**config.mk**
```make
export PLATFORM = sky130hd
export DESIGN_NAME = midpoint_circle_rasterizer_unit
export DESIGN_NICKNAME = d
export VERILOG_FILES = /design/src/design/mcr_pkg.sv /design/src/design/mcr_queue.sv /design/src/design/mcr_front.sv /design/src/design/mcr_back.sv /design/src/design/midpoint_circle_rasterizer_unit.sv
export VERILOG_INCLUDE_DIRS = /design/src /design/src/design
export SDC_FILE = /design/constraint.sdc
export NUM_CORES = 1
export LEC_CHECK = 0
export BUFFER_PORTS_ARGS = -buffer_cell sky130_fd_sc_hd__buf_2
export CORE_MARGIN = 5
export CORE_UTILIZATION = 46
export CTS_CLUSTER_DIAMETER = 30
export DETAILED_ROUTE_END_ITERATION = 8
export SLEW_MARGIN = 20
export SYNTH_ARGS = -nofsm -noshare
export SYNTH_HDL_FRONTEND = slang
export SYNTH_HIERARCHICAL = 1
export SYNTH_SLANG_ARGS = --single-unit
```
**constraint.sdc**
```tcl
create_clock -name clk -period 8.4 [get_ports clk]
set_input_delay 0 -clock clk [delete_from_list [all_inputs] [get_ports clk]]
set_output_delay 0 -clock clk [all_outputs]
set_load 0.005 [all_outputs]
```
**src/design/midpoint_circle_rasterizer_unit_defines.svh**
```systemverilog
// assertion macros shared by the circle rasterizer modules
`ifndef MIDPOINT_CIRCLE_RASTERIZER_UNIT_DEFINES_SVH
`define MIDPOINT_CIRCLE_RASTERIZER_UNIT_DEFINES_SVH

// same-cycle implication, checked outside reset
`define MCR_ASSERT_NOW(lbl, clk, rstn, ante, cons) \
  lbl: assert property (@(posedge clk) disable iff (!rstn) (ante) |-> (cons)) \
    else $error("mcr check failed");

// next-cycle implication, checked outside reset
`define MCR_ASSERT_NEXT(lbl, clk, rstn, ante, cons) \
  lbl: assert property (@(posedge clk) disable iff (!rstn) (ante) |=> (cons)) \
    else $error("mcr check failed");

`endif

```
**src/design/mcr_pkg.sv**
```systemverilog
// shared types and constants of the midpoint circle rasterizer
`default_nettype none

package mcr_pkg;

  localparam int ScreenWidthDef  = 240;
  localparam int ScreenHeightDef = 160;
  localparam int MaxRadiusDef    = 63;

  // loop budget per circle
  localparam int MaxSteps = 46;
  localparam int StepW    = $clog2(MaxSteps + 1);

  // dx/dy cover radii up to 89 plus one step past the end
  localparam int DistW  = 8;
  // decision value stays within about +-4r+10
  localparam int DecW   = 12;
  // point coordinates: center 0..255 plus/minus distance
  localparam int CoordW = 10;
  // coordinate compare width, holds screen sizes up to 1024
  localparam int CmpW   = 12;

  localparam int OffW      = 16;
  localparam int NumPoints = 8;
  localparam int ColorW    = 15;

  localparam int InDataW  = 40;
  localparam int OutDataW = 152;

  localparam int QueueDepth = 2;

  typedef struct packed {
    logic [7:0]              cx;
    logic [7:0]              cy;
    logic signed [DistW-1:0] dy;
    logic signed [DecW-1:0]  dec;
    logic [ColorW-1:0]       color;
  } req_t;

  typedef struct packed {
    logic full;
    logic empty;
  } qflag_t;

  typedef struct packed {
    logic [ColorW-1:0]                pixel_color;
    logic [NumPoints-1:0]             visible_mask;
    logic [NumPoints-1:0][OffW-1:0]   offsets;
    logic                             last_step;
  } res_t;

  typedef enum logic {
    ST_IDLE,
    ST_RUN
  } state_t;

endpackage

`default_nettype wire

```
**src/design/mcr_queue.sv**
```systemverilog
// small request queue between the front and back ends
`default_nettype none
`include "midpoint_circle_rasterizer_unit_defines.svh"

module mcr_queue (
  input  wire logic          clk,
  input  wire logic          rst_n,
  input  wire logic          push,
  input  wire mcr_pkg::req_t push_data,
  input  wire logic          pop,
  output mcr_pkg::req_t      head,
  output mcr_pkg::qflag_t    flags
);
  import mcr_pkg::*;

  localparam int PtrW = (QueueDepth > 1) ? $clog2(QueueDepth) : 1;
  localparam int CntW = $clog2(QueueDepth + 1);

  req_t            slot_r [QueueDepth];
  logic [PtrW-1:0] wr_ptr_r, wr_ptr_nxt;
  logic [PtrW-1:0] rd_ptr_r, rd_ptr_nxt;
  logic [CntW-1:0] cnt_r, cnt_nxt;

  always_comb begin
    wr_ptr_nxt = wr_ptr_r;
    rd_ptr_nxt = rd_ptr_r;
    cnt_nxt    = cnt_r;
    if (push) begin
      wr_ptr_nxt = (wr_ptr_r == PtrW'(QueueDepth - 1)) ? '0 : wr_ptr_r + 1'b1;
    end
    if (pop) begin
      rd_ptr_nxt = (rd_ptr_r == PtrW'(QueueDepth - 1)) ? '0 : rd_ptr_r + 1'b1;
    end
    if (push && !pop) begin
      cnt_nxt = cnt_r + 1'b1;
    end else if (pop && !push) begin
      cnt_nxt = cnt_r - 1'b1;
    end
  end

  always_ff @(posedge clk) begin
    if (!rst_n) begin
      wr_ptr_r <= '0;
      rd_ptr_r <= '0;
      cnt_r    <= '0;
    end else begin
      wr_ptr_r <= wr_ptr_nxt;
      rd_ptr_r <= rd_ptr_nxt;
      cnt_r    <= cnt_nxt;
    end
  end

  always_ff @(posedge clk) begin
    if (push) begin
      slot_r[wr_ptr_r] <= push_data;
    end
  end

  assign head        = slot_r[rd_ptr_r];
  assign flags.full  = (cnt_r == CntW'(QueueDepth));
  assign flags.empty = (cnt_r == '0);

  `MCR_ASSERT_NOW(a_no_overflow, clk, rst_n, push, !flags.full || pop)
  `MCR_ASSERT_NOW(a_no_underflow, clk, rst_n, pop, !flags.empty)
  `MCR_ASSERT_NOW(a_count_bound, clk, rst_n, 1'b1, cnt_r <= CntW'(QueueDepth))

endmodule

`default_nettype wire

```
**src/design/mcr_front.sv**
```systemverilog
// front end: takes circle requests, clamps radius, sets up the loop
`default_nettype none

module mcr_front #(
  parameter int MAX_RADIUS = mcr_pkg::MaxRadiusDef
) (
  input  wire logic                         clk,
  input  wire logic                         rst_n,
  input  wire logic                         in_tvalid,
  output logic                              in_tready,
  input  wire logic [mcr_pkg::InDataW-1:0]  in_tdata,
  input  wire mcr_pkg::qflag_t              flags,
  output logic                              push,
  output mcr_pkg::req_t                     push_data
);
  import mcr_pkg::*;

  localparam logic [DistW-1:0] RadLimit = DistW'(MAX_RADIUS);

  logic [DistW-1:0] rad_raw;
  logic [DistW-1:0] rad;
  logic             rst_hold_r;

  // hold off requests for the cycle that leaves reset
  always_ff @(posedge clk) begin
    if (!rst_n) begin
      rst_hold_r <= 1'b1;
    end else begin
      rst_hold_r <= 1'b0;
    end
  end

  assign in_tready = !flags.full && !rst_hold_r;
  assign push      = in_tvalid && in_tready;

  assign rad_raw = DistW'(in_tdata[21:16]);
  assign rad     = (rad_raw > RadLimit) ? RadLimit : rad_raw;

  always_comb begin
    push_data.cx    = in_tdata[7:0];
    push_data.cy    = in_tdata[15:8];
    push_data.dy    = $signed(rad);
    // decision starts at 3 - 2r
    push_data.dec   = DecW'(3) - (DecW'(rad) <<< 1);
    push_data.color = in_tdata[36:22];
  end

endmodule

`default_nettype wire

```
**src/design/mcr_back.sv**
```systemverilog
// back end: midpoint loop, one octant step per cycle into an output register, while that register is free
`default_nettype none
`include "midpoint_circle_rasterizer_unit_defines.svh"

module mcr_back #(
  parameter int SCREEN_WIDTH  = mcr_pkg::ScreenWidthDef,
  parameter int SCREEN_HEIGHT = mcr_pkg::ScreenHeightDef
) (
  input  wire logic                          clk,
  input  wire logic                          rst_n,
  input  wire mcr_pkg::req_t                 head,
  input  wire mcr_pkg::qflag_t               flags,
  output logic                               pop,
  output logic                               out_tvalid,
  input  wire logic                          out_tready,
  output logic [mcr_pkg::OutDataW-1:0]       out_tdata,
  output logic                               out_tlast
);
  import mcr_pkg::*;

  localparam logic signed [CmpW-1:0] WidthLim  = CmpW'(SCREEN_WIDTH);
  localparam logic signed [CmpW-1:0] HeightLim = CmpW'(SCREEN_HEIGHT);
  localparam logic [OffW-1:0]        WidthK    = OffW'(SCREEN_WIDTH);

  state_t state_r, state_nxt;

  logic [7:0]              cx_r, cy_r;
  logic [ColorW-1:0]       color_r;
  logic signed [DistW-1:0] dx_r, dy_r, dx_nxt, dy_nxt;
  logic signed [DecW-1:0]  dec_r, dec_nxt;
  logic [StepW-1:0]        n_r, n_nxt;
  logic                    out_valid_r, out_valid_nxt;
  res_t                    res_r, res_nxt;

  logic                    slot_free;
  logic                    step_en;
  logic                    step_last;

  logic signed [CoordW-1:0] cxs, cys, dxs, dys;
  logic signed [CoordW-1:0] px [NumPoints];
  logic signed [CoordW-1:0] py [NumPoints/2];
  logic signed [CmpW-1:0]   pxc, pyc;
  logic [NumPoints/2-1:0]   row_ok;
  logic [OffW-1:0]          row_base [NumPoints/2];

  assign slot_free = !out_valid_r || out_tready;
  assign step_en   = (state_r == ST_RUN) && slot_free;

  // next state
  always_comb begin
    state_nxt = state_r;
    unique case (state_r)
      ST_IDLE: begin
        if (!flags.empty) begin
          state_nxt = ST_RUN;
        end
      end
      ST_RUN: begin
        if (step_en && step_last) begin
          state_nxt = ST_IDLE;
        end
      end
      default: state_nxt = ST_IDLE;
    endcase
  end

  // state outputs
  always_comb begin
    pop = 1'b0;
    unique case (state_r)
      ST_IDLE: pop = !flags.empty;
      ST_RUN:  pop = 1'b0;
      default: pop = 1'b0;
    endcase
  end

  // decision update uses dx/dy from before the step
  always_comb begin
    dx_nxt = dx_r + 1'b1;
    n_nxt  = n_r + 1'b1;
    if (dec_r < 0) begin
      dec_nxt = dec_r + (DecW'(dx_r) <<< 2) + DecW'(6);
      dy_nxt  = dy_r;
    end else begin
      dec_nxt = dec_r + ((DecW'(dx_r) - DecW'(dy_r)) <<< 2) + DecW'(10);
      dy_nxt  = dy_r - 1'b1;
    end
    step_last = (dx_nxt > dy_nxt) || (n_nxt >= StepW'(MaxSteps));
  end

  // eight mirrored points; rows shared by pairs of points
  always_comb begin
    cxs = $signed(CoordW'(cx_r));
    cys = $signed(CoordW'(cy_r));
    dxs = CoordW'(dx_r);
    dys = CoordW'(dy_r);

    py[0] = cys + dys;
    py[1] = cys - dys;
    py[2] = cys + dxs;
    py[3] = cys - dxs;

    px[0] = cxs + dxs;
    px[1] = cxs - dxs;
    px[2] = cxs + dxs;
    px[3] = cxs - dxs;
    px[4] = cxs + dys;
    px[5] = cxs - dys;
    px[6] = cxs + dys;
    px[7] = cxs - dys;

    for (int r = 0; r < NumPoints/2; r++) begin
      pyc         = CmpW'(py[r]);
      row_ok[r]   = (pyc >= 0) && (pyc < HeightLim);
      row_base[r] = OffW'(OffW'(py[r]) * WidthK);
    end

    res_nxt.pixel_color = color_r;
    res_nxt.last_step   = step_last;
    for (int i = 0; i < NumPoints; i++) begin
      pxc = CmpW'(px[i]);
      res_nxt.visible_mask[i] = row_ok[i/2] && (pxc >= 0) && (pxc < WidthLim);
      res_nxt.offsets[i]      = res_nxt.visible_mask[i]
                              ? OffW'(row_base[i/2] + OffW'(px[i])) : '0;
    end
  end

  assign out_valid_nxt = step_en ? 1'b1 : (out_tready ? 1'b0 : out_valid_r);

  always_ff @(posedge clk) begin
    if (!rst_n) begin
      state_r     <= ST_IDLE;
      out_valid_r <= 1'b0;
    end else begin
      state_r     <= state_nxt;
      out_valid_r <= out_valid_nxt;
    end
  end

  always_ff @(posedge clk) begin
    if (pop) begin
      cx_r    <= head.cx;
      cy_r    <= head.cy;
      color_r <= head.color;
      dx_r    <= '0;
      dy_r    <= head.dy;
      dec_r   <= head.dec;
      n_r     <= '0;
    end else if (step_en) begin
      dx_r  <= dx_nxt;
      dy_r  <= dy_nxt;
      dec_r <= dec_nxt;
      n_r   <= n_nxt;
    end
    if (step_en) begin
      res_r <= res_nxt;
    end
  end

  assign out_tvalid = out_valid_r;
  assign out_tlast  = res_r.last_step;
  assign out_tdata  = {1'b0, res_r.pixel_color, res_r.visible_mask, res_r.offsets};

  `MCR_ASSERT_NOW(a_run_in_octant, clk, rst_n, state_r == ST_RUN, dx_r <= dy_r)
  `MCR_ASSERT_NOW(a_run_budget, clk, rst_n, state_r == ST_RUN, n_r < StepW'(MaxSteps))
  `MCR_ASSERT_NEXT(a_pop_starts, clk, rst_n, pop, state_r == ST_RUN)

endmodule

`default_nettype wire

```
**src/design/midpoint_circle_rasterizer_unit.sv**
```systemverilog
// top level of the midpoint circle rasterizer. A request on the in_ channel
// gives a circle center, a radius (clamped to MAX_RADIUS) and a color; the
// block answers with one result per octant step of the midpoint loop, each
// holding the eight mirrored points as framebuffer offsets y*SCREEN_WIDTH+x,
// a visibility mask (off-screen points read offset 0), the color, and tlast
// on the final step. A circle of radius r is loaded in the idle state, then
// runs one step per result, with steps about r/1.41 + 1 and at most 46; the
// single step datapath in the back end sets the pace, and within a circle
// results leave at one per cycle while out_tready stays high.
// The front end accepts requests into a two-entry queue while the back end
// is still drawing, so up to two further circles wait without stalling in_.
`default_nettype none

module midpoint_circle_rasterizer_unit #(
  parameter int SCREEN_WIDTH  = mcr_pkg::ScreenWidthDef,
  parameter int SCREEN_HEIGHT = mcr_pkg::ScreenHeightDef,
  parameter int MAX_RADIUS    = mcr_pkg::MaxRadiusDef
) (
  input  wire logic                          clk,
  input  wire logic                          rst_n,
  // circle request channel
  input  wire logic                          in_tvalid,
  output logic                               in_tready,
  // center_x [7:0], center_y [15:8], radius [21:16], color [36:22], zero fill
  input  wire logic [mcr_pkg::InDataW-1:0]   in_tdata,
  // result channel
  output logic                               out_tvalid,
  input  wire logic                          out_tready,
  // offset_0 [15:0] .. offset_7 [127:112], visible_mask [135:128],
  // pixel_color [150:136], zero fill
  output logic [mcr_pkg::OutDataW-1:0]       out_tdata,
  // last_step
  output logic                               out_tlast
);
  import mcr_pkg::*;

  // request path from front end through the queue
  logic   push;
  req_t   push_data;
  logic   pop;
  req_t   head;
  qflag_t flags;

  // front end: accepts requests and prepares the loop start values
  mcr_front #(
    .MAX_RADIUS (MAX_RADIUS)
  ) u_front (
    .clk       (clk),
    .rst_n     (rst_n),
    .in_tvalid (in_tvalid),
    .in_tready (in_tready),
    .in_tdata  (in_tdata),
    .flags     (flags),
    .push      (push),
    .push_data (push_data)
  );

  // decouples the two ends so each stalls on its own
  mcr_queue u_queue (
    .clk       (clk),
    .rst_n     (rst_n),
    .push      (push),
    .push_data (push_data),
    .pop       (pop),
    .head      (head),
    .flags     (flags)
  );

  // back end: runs the loop and holds each result in the output register
  mcr_back #(
    .SCREEN_WIDTH  (SCREEN_WIDTH),
    .SCREEN_HEIGHT (SCREEN_HEIGHT)
  ) u_back (
    .clk        (clk),
    .rst_n      (rst_n),
    .head       (head),
    .flags      (flags),
    .pop        (pop),
    .out_tvalid (out_tvalid),
    .out_tready (out_tready),
    .out_tdata  (out_tdata),
    .out_tlast  (out_tlast)
  );

endmodule

`default_nettype wire

```
### Yosys cells after proc, flatten, opt, wreduce, memory -nomap -nowiden

Memory sizes are Yosys's and may differ from the RTL's. A register that Yosys moved wholly into a read port is not among the register bits.
Index checks and enable logic that the tools add are counted.

* add/subtract/negate cells: 29
* multiply operators: 4
* $lt $le $gt $ge: 20
* eq/ne operators: 1
* mux-type cells: 22
* bitwise logic cells: 1
* reduce and logical (&&, ||, !) cells: 38

Operators by type and width (count)
* adder 16 bit: 8
* greater-or-equal comparator 10 x 1 -> 1 bit, second input constant: 8
* less-than comparator 10 x 9 -> 1 bit, second input constant: 8
* multiplier 16 x 4 -> 12 bit, second input constant: 4
* adder 9 x 8 -> 10 bit: 4
* subtractor 9 x 8 -> 10 bit: 4
* 2-to-1 mux 12 bit: 3
* logical AND 1 bit: 26
* 2-to-1 mux 8 bit: 3
* adder 12 x 10 -> 12 bit: 1
* adder 12 x 11 -> 12 bit: 1
* adder 12 x 4 -> 12 bit, second input constant: 1
* adder 12 x 5 -> 12 bit, second input constant: 1
* less-than comparator 12 x 1 -> 1 bit, second input constant: 1
* 2-to-1 mux 1 bit: 11
* subtractor 2 x 9 -> 10 bit, first input constant: 1
* subtractor 8 x 8 -> 9 bit: 1
* adder 8 x 1 -> 8 bit, second input constant: 1
* > comparator 8 bit: 1
* subtractor 8 x 1 -> 8 bit, second input constant: 1
* adder 6 x 1 -> 6 bit, second input constant: 1
* greater-or-equal comparator 6 bit, second input constant: 1
* > comparator 6 bit, second input constant: 1
* zero test 1 bit: 6
* other kinds (11): 17

* flip-flop bits (word level): 224
* bits in writable memories: 98
* input port bits: 44
* output and inout bits: 155
* memories kept: 1

Memories
* u_queue.slot_r: depth 2, width 49, rd ports 1, clocked after memory_dff 1, write ports 1, RTL line mcr_queue.sv:19 `req_t slot_r [QueueDepth];`

### Logic depth before layout (Yosys ltp)

Gate-level depths: netlist of the first run.

* depth in word-level cells: 8
* depth in mapped cells: 25
* depth with buffers taken out: 25

### Cells and area by module

Netlist of the first run, hierarchy kept.

By module, submodules not included
* mcr_back: times used 1, cells an instance 2003, area an instance 19742.7 um^2, sequential area each 6386.1 um^2
* mcr_queue: times used 1, cells an instance 181, area an instance 3893.7 um^2, sequential area each 3163.0 um^2
* mcr_front: times used 1, cells an instance 62, area an instance 437.9 um^2, sequential area each 20.0 um^2

### Least setup slack after synthesis of the first run

Ideal clock, no wire load.

* path type: register -> register
* start: register u_back.out_valid_r, in the netlist u_back/out_tvalid
* end: register u_back.res_r, in the netlist u_back/out_tdata[0], enable pin
* arrival time: 4.914 ns
* data required time: 7.824 ns
* path slack: 2.910 ns
* stages on the path, launching flop included: 5
* buffers on the path: 1
* clock period less this slack: 5.490 ns
* path through: dfxtp_1 > nand2b_1 > nand2_1 > clkinv_1 > clkbuf_1

* word-level cells in the longest chain between the ends: 3

RTL lines
* start: declaration: RTL line mcr_back.sv:32 `logic out_valid_r, out_valid_nxt;`
* start signal: assignment: RTL line mcr_back.sv:136 `out_valid_r <= out_valid_nxt;`
* zero test 1 bit: RTL line mcr_back.sv:46 `assign slot_free = !out_valid_r || out_tready;`
* logical OR 1 bit: RTL line mcr_back.sv:46
* logical AND 1 bit: RTL line mcr_back.sv:47 `assign step_en = (state_r == ST_RUN) && slot_free;`
* end signal: assignment: RTL line mcr_back.sv:156 `res_r <= res_nxt;`
* end: declaration: RTL line mcr_back.sv:33 `res_t res_r, res_nxt;`

Every way passes these cells.
A chain may end at the register's enable or synchronous reset.

### Worst setup path after layout of the first run

* start: register u_back.dx_r[1]
* end: register u_back.res_r, in the netlist u_back/out_tdata[78], data pin

* word-level cells in the longest chain between the ends: 5

RTL lines
* start: declaration: RTL line mcr_back.sv:29 `logic signed [DistW-1:0] dx_r, dy_r, dx_nxt, dy_nxt;`
* start signal: assignment: RTL line mcr_back.sv:150 `dx_r <= dx_nxt;`
* adder 9 x 8 -> 10 bit *: RTL line mcr_back.sv:100 `py[2] = cys + dxs;`
* parallel branches: the longest is 4 deep, another holds multiplier 16 x 4 -> 12 bit

Every way passes the cells marked *.

==> results of run 1 <==
-- placed cells by master, fill, tap and decap left out, types with 53 or more instances in the layout --
cell type	n
edfxtp_1	302
nor3_1	55
inv_1	221
a21oi_1	118
xnor2_1	140
fa_1	69
ha_1	296
buf_2	194
xor2_1	77
nor2_1	212
o21ai_0	71
nor2b_1	53
nand2_1	75
clkbuf_16	74
-- worst min path at each step --
stage | start | endpoint | slack, ns | cells past startpoint
after detailed placement | in_tdata[33] | u_queue/slot_r[0][11] | 0.19 | 1
final | in_tdata[33] | u_queue/slot_r[0][11] | 0.14 | 2
after floorplan | rst_n | u_front/rst_hold_r | 0.06 | 1
after global routing | in_tdata[33] | u_queue/slot_r[0][11] | 0.12 | 2
after CTS | in_tdata[32] | u_queue/slot_r[0][10] | 0.1 | 2
after global placement | in_tdata[25] | u_queue/slot_r[0][3] | 0.19 | 1
-- critical path, cell delays in order, from the launching register on --
cell and delay, ns:
dfxtp_1 0.81, inv_1 0.33, ha_1 0.37, nand2b_1 0.20
a21oi_1 0.16, nor2_1 0.07, xnor2_1 0.36, inv_1 0.20
ha_1 0.36, xor2_1 0.18, fa_1 0.54, inv_1 0.04
ha_1 0.33, o21a_1 0.21, a2111oi_0 0.82, nor2_1 0.14
xor2_1 0.20, ha_1 0.23, or4b_2 0.61, a31oi_1 0.19
-- sequential cells by signal (all words and copies together) (netlist names), named ones only --
register	cells
u_back/color_r	15
u_back/cx_r	8
u_back/cy_r	8
u_back/dec_r	11
u_back/dx_r	8
u_back/dy_r	8
u_back/n_r	6
u_back/out_tdata	151
u_back/out_tlast	1
u_back/out_tvalid	1
u_back/state_r	1
u_front/rst_hold_r	1
u_queue/cnt_r	2
u_queue/rd_ptr_r	1
u_queue/slot_r	100
u_queue/wr_ptr_r	1
-- metrics by stage --
step / std cells / worst slack [ns]
2_1_floorplan: 2242 / 2.91
3_3_place_gp: 3039 / 1.93
3_5_place_dp: 3039 / 1.90
4_1_cts: 3211 / 1.87
5_1_grt: 3211 / 1.33
6_report: 3211 / 1.87
-- layout make-up --
type / instances / area [µm²]
Fill cell: 4485 / 23200
Sequential cell: 324 / 9510
Inverter: 224 / 846
Timing Repair Buffer: 245 / 1450
Multi-Input combinational cell: 1606 / 13100
Clock inverter: 51 / 683
Clock buffer: 81 / 1880
Tap cell: 680 / 851
-- metal layers --
| metal | wire [µm] | vias up | GRT usage (%) | share of wire (%) |
|---|---|---|---|---|
| met1 | 24700 | 7984 | 24.7 | 45 |
| met3 | 2850 | 78 | 3.65 | 5.2 |
| met5 | 0 | - | 0 | 0 |
| met4 | 1160 | 0 | 5.93 | 2.1 |
| met2 | 25800 | 380 | 32.0 | 47 |
| li1 | - | 8371 | - | - |
==> results.cfg, run 1 <==
[timing]
fin_crit_ns = 6.53
skew_ns = 0.0201
slew_headroom_pct = 34.8
rsz0062_at_grt = false
slew_viol_final = 0
tightest_slew_ns = 0.975
fin_setup_tns_ns = 0
setup_violations = 0
max_freq_mhz = 153
hold_slack_ns = 0.137
hold_viol = 0
post-route-period-util_pct = 77.7

[synth]
synthCells = 2241
ys_warn_count = 6
synth_area_um2 = 24000
avgSynthCellArea_um2 = 10.7

[setup_path]
worstSetupEndpointType = register
reg2reg_to = u_back/out_tdata[78]
reg2reg_depth = 19
startpoint = u_back/dx_r[1]
arrival_ns = 6.94
required_ns = 8.81
path_class = reg -> reg
r2r_slack_ns = 1.87
critPathCapture = u_back/out_tdata[78]
start_kind = register
r2r-start = u_back/dx_r[1]
cp_max_fo = 12

[finish]
drive_gt1_share_pct = 16.7
final_core_util_pct = 55.0
syn2layout_area_growth_pct = 18.2
n_antenna_cell = 0
fin_area_um2 = 28400
nets = 2882

[run]
cap_violations = 0

[clock_tree]
postCtsResizedCells = 0
cts_tree = yes
cts_inserted_buffers = 72
cts_root_buffer = clkbuf_16
clk_latency_ns = 0.59
cts_hold_buffers = 40
cts.htree.levels = 3
clk_pin_slew_worst_paths_ns = 0.04
clockBufferDepth = 3
post_cts_buffers = 0
cts_sinks = 324

[floorplanning]
boundaryPins = 199
die_y_um = 238
die_area_um2 = 56800
rows = 83
core_area_um2 = 51500
start_util_pct = 46.6
die_w_um = 238

[detailed_routing]
drc = 0
vias_per_cell = 5.24
drtIter0Drc = 797
drtPass1Iterations = 7
drt_wl_total_um = 54500
wl_per_cell_um = 17.0
final_antenna_net_count = 0
routed-via-count = 16813

[place]
port_buffers = 194
gp_congestion = 0.866
placed_cell_area_um2 = 25400
post-dp-hpwl_um = 41200

[grt]
antenna_found_initial = 0
grt_pass1_vias = 17182
grt_max_degree = 93
grt_usage_pct = 18.9
overflow = 0
grt_pass1_wl_um = 87700

[worst_hold_path]
hp-class = in -> reg

[outcome]
status = finished clean
Power of run 1 is not shown: default switching activity piles up to over one toggle a cycle in this logic, so the estimate is an artifact.
==> inputs of run 2 (changes only) <==
Settings changed: PLACE_DENSITY from default to 0.66.
Clock period 8.4 ns to 5.45 ns, I/O delays scaled along.
==> run 2 against run 1 <==
- flip-flop and latch count did not move
- critical path type unchanged
- non-clock buffer count rose by 186
- first-iteration DRC count up 14%
- worst setup slack lost 1.7 ns
- via count increased by 5.5%
- register-to-register slack lost 1.7 ns
==> results.cfg, run 2 (same netlist as run 1, synthesis figures left out) <==
[outcome]
status = finished clean

[detailed_routing]
wl_met1_um = 25600
top_layer = met4
met3_length_um = 3260
final_antenna_net_count = 0
wl_per_cell_um = 17.4
met2_length_um = 28700
routed-via-count = 17730
vias_per_cell = 5.23
drtIter0Drc = 908
drc = 0
drt_wl_total_um = 59000
drtPass1Iterations = 5

[timing]
rsz0062_at_grt = true
hold_viol = 0
max_freq_mhz = 188
setup_violations = 0
fin_crit_ns = 5.31
fin_ws_ns = 0.139
fin_setup_tns_ns = 0
slew_viol_final = 0
slew_headroom_pct = 29.5
skew_ns = 0.0492
tightest_slew_ns = 1.06
post-route-period-util_pct = 97.5

[grt]
grt_pass1_vias = 17861
overflow = 0
grt_max_degree = 109
grt_pass1_wl_um = 92400
antenna_found_initial = 0
grt_usage_pct = 20.0

[clock_tree]
clk_latency_ns = 0.62
clk_pin_slew_worst_paths_ns = 0.05
cts.htree.levels = 3
cts_inserted_buffers = 69
cts_sinks = 324
cts_tree = yes
clockBufferDepth = 3
cts_root_buffer = clkbuf_16

[setup_path]
startpoint = u_back/cy_r[0]
r2r_slack_ns = 0.14
cpPeakStageDelay_ns = 0.50
worstPathCellList = buf_6 -> ha_4 -> fa_2 -> xnor2_2 -> inv_2 -> buf_4 -> fa_1 -> fa_1 -> inv_1 -> ha_1 -> and3_1 -> a221o_1 -> or4_4 -> nand2_4 -> xnor2_4 -> buf_6 -> ha_4 -> or4_4 -> o311a_1 -> a31oi_1
worstSetupEndpointType = register
crit_buf_inv = 5
reg2reg_depth = 20
path_depth = 20
arrival_ns = 5.75
start_kind = register
reg2reg_to = u_back/out_tdata[14]
path_class = reg -> reg
crit_family = adder cells
required_ns = 5.89
cp_max_fo = 4
critPathCapture = u_back/out_tdata[14]
r2r-start = u_back/cy_r[0]
crit_slowest_cell = or4_4

[finish]
syn2layout_area_growth_pct = 28.4
layout_common_cells = edfxtp_1 (302), ha_1 (261), nor2_1 (208)
drive_gt1_share_pct = 27.9
n_fill_cell = 4227
nets = 3065
n_antenna_cell = 0
largest_reg_flops = 151
mostFrequentLayoutCell = edfxtp_1

[worst_hold_path]
hp-class = in -> reg
holdPathStages = 2

[floorplanning]
die_area_um2 = 56800
die_y_um = 238
rows = 83
boundaryPins = 199
core_area_um2 = 51500
die_w_um = 238
start_util_pct = 46.6

[place]
pre_cts_ws_ns = -0.0860
gp_congestion = 0.921
port_buffers = 194
post-dp-hpwl_um = 43600

[run]
cap_violations = 0
[run 2: how the worst min path moves through the flow]
stage / end / start
after floorplan: u_front/rst_hold_r / rst_n
after global placement: u_queue/slot_r[1][11] / in_tdata[33]
after detailed placement: u_queue/slot_r[1][48] / in_tdata[5]
after CTS: u_queue/slot_r[1][11] / in_tdata[33]
after global routing: u_queue/slot_r[0][11] / in_tdata[33]
final: u_queue/slot_r[0][11] / in_tdata[33]
[run 2: cell type report]
cell class	instances	area, µm²	area share (%)
Multi-Input combinational cell	1606	14100	45.9
Sequential cell	324	9510	30.9
Timing Repair Buffer	431	2890	9.38
Clock buffer	75	1750	5.68
Tap cell	680	851	2.76
Inverter	224	846	2.75
Clock inverter	53	813	2.64
[run 2: repair_timing]
action | CTS | global route
setup endpoints to repair | 19 | 30
pin swaps | 0 | 111
gates resized for setup | 21 | 181
hold buffers | 40 | 0
cloned | 0 | 0
buffers inserted | 4 | 35
endpoints found under the hold margin | 104 | 0
[run 2: per-stage QoR]
stage / util (%) / hold WS, ns / cells / cell area (µm²)
after global placement: 51.5 / 0.188 / 3187 / 26500
final: 59.8 / 0.0997 / 3393 / 30800
after detailed placement: 51.5 / 0.192 / 3187 / 26500
after CTS: 57.5 / 0.0761 / 3359 / 29600
after global routing: 59.8 / 0.0870 / 3393 / 30800
after floorplan: - / 0.0565 / 2242 / 24000
[run 2: routing by layer]
metal,GRT usage (%),up-vias
met2,33.9,427
met4,6.42,0
met5,0,-
li1,-,8706
met1,26.2,8518
met3,3.66,79
Power of run 2 is left out for the same reason.
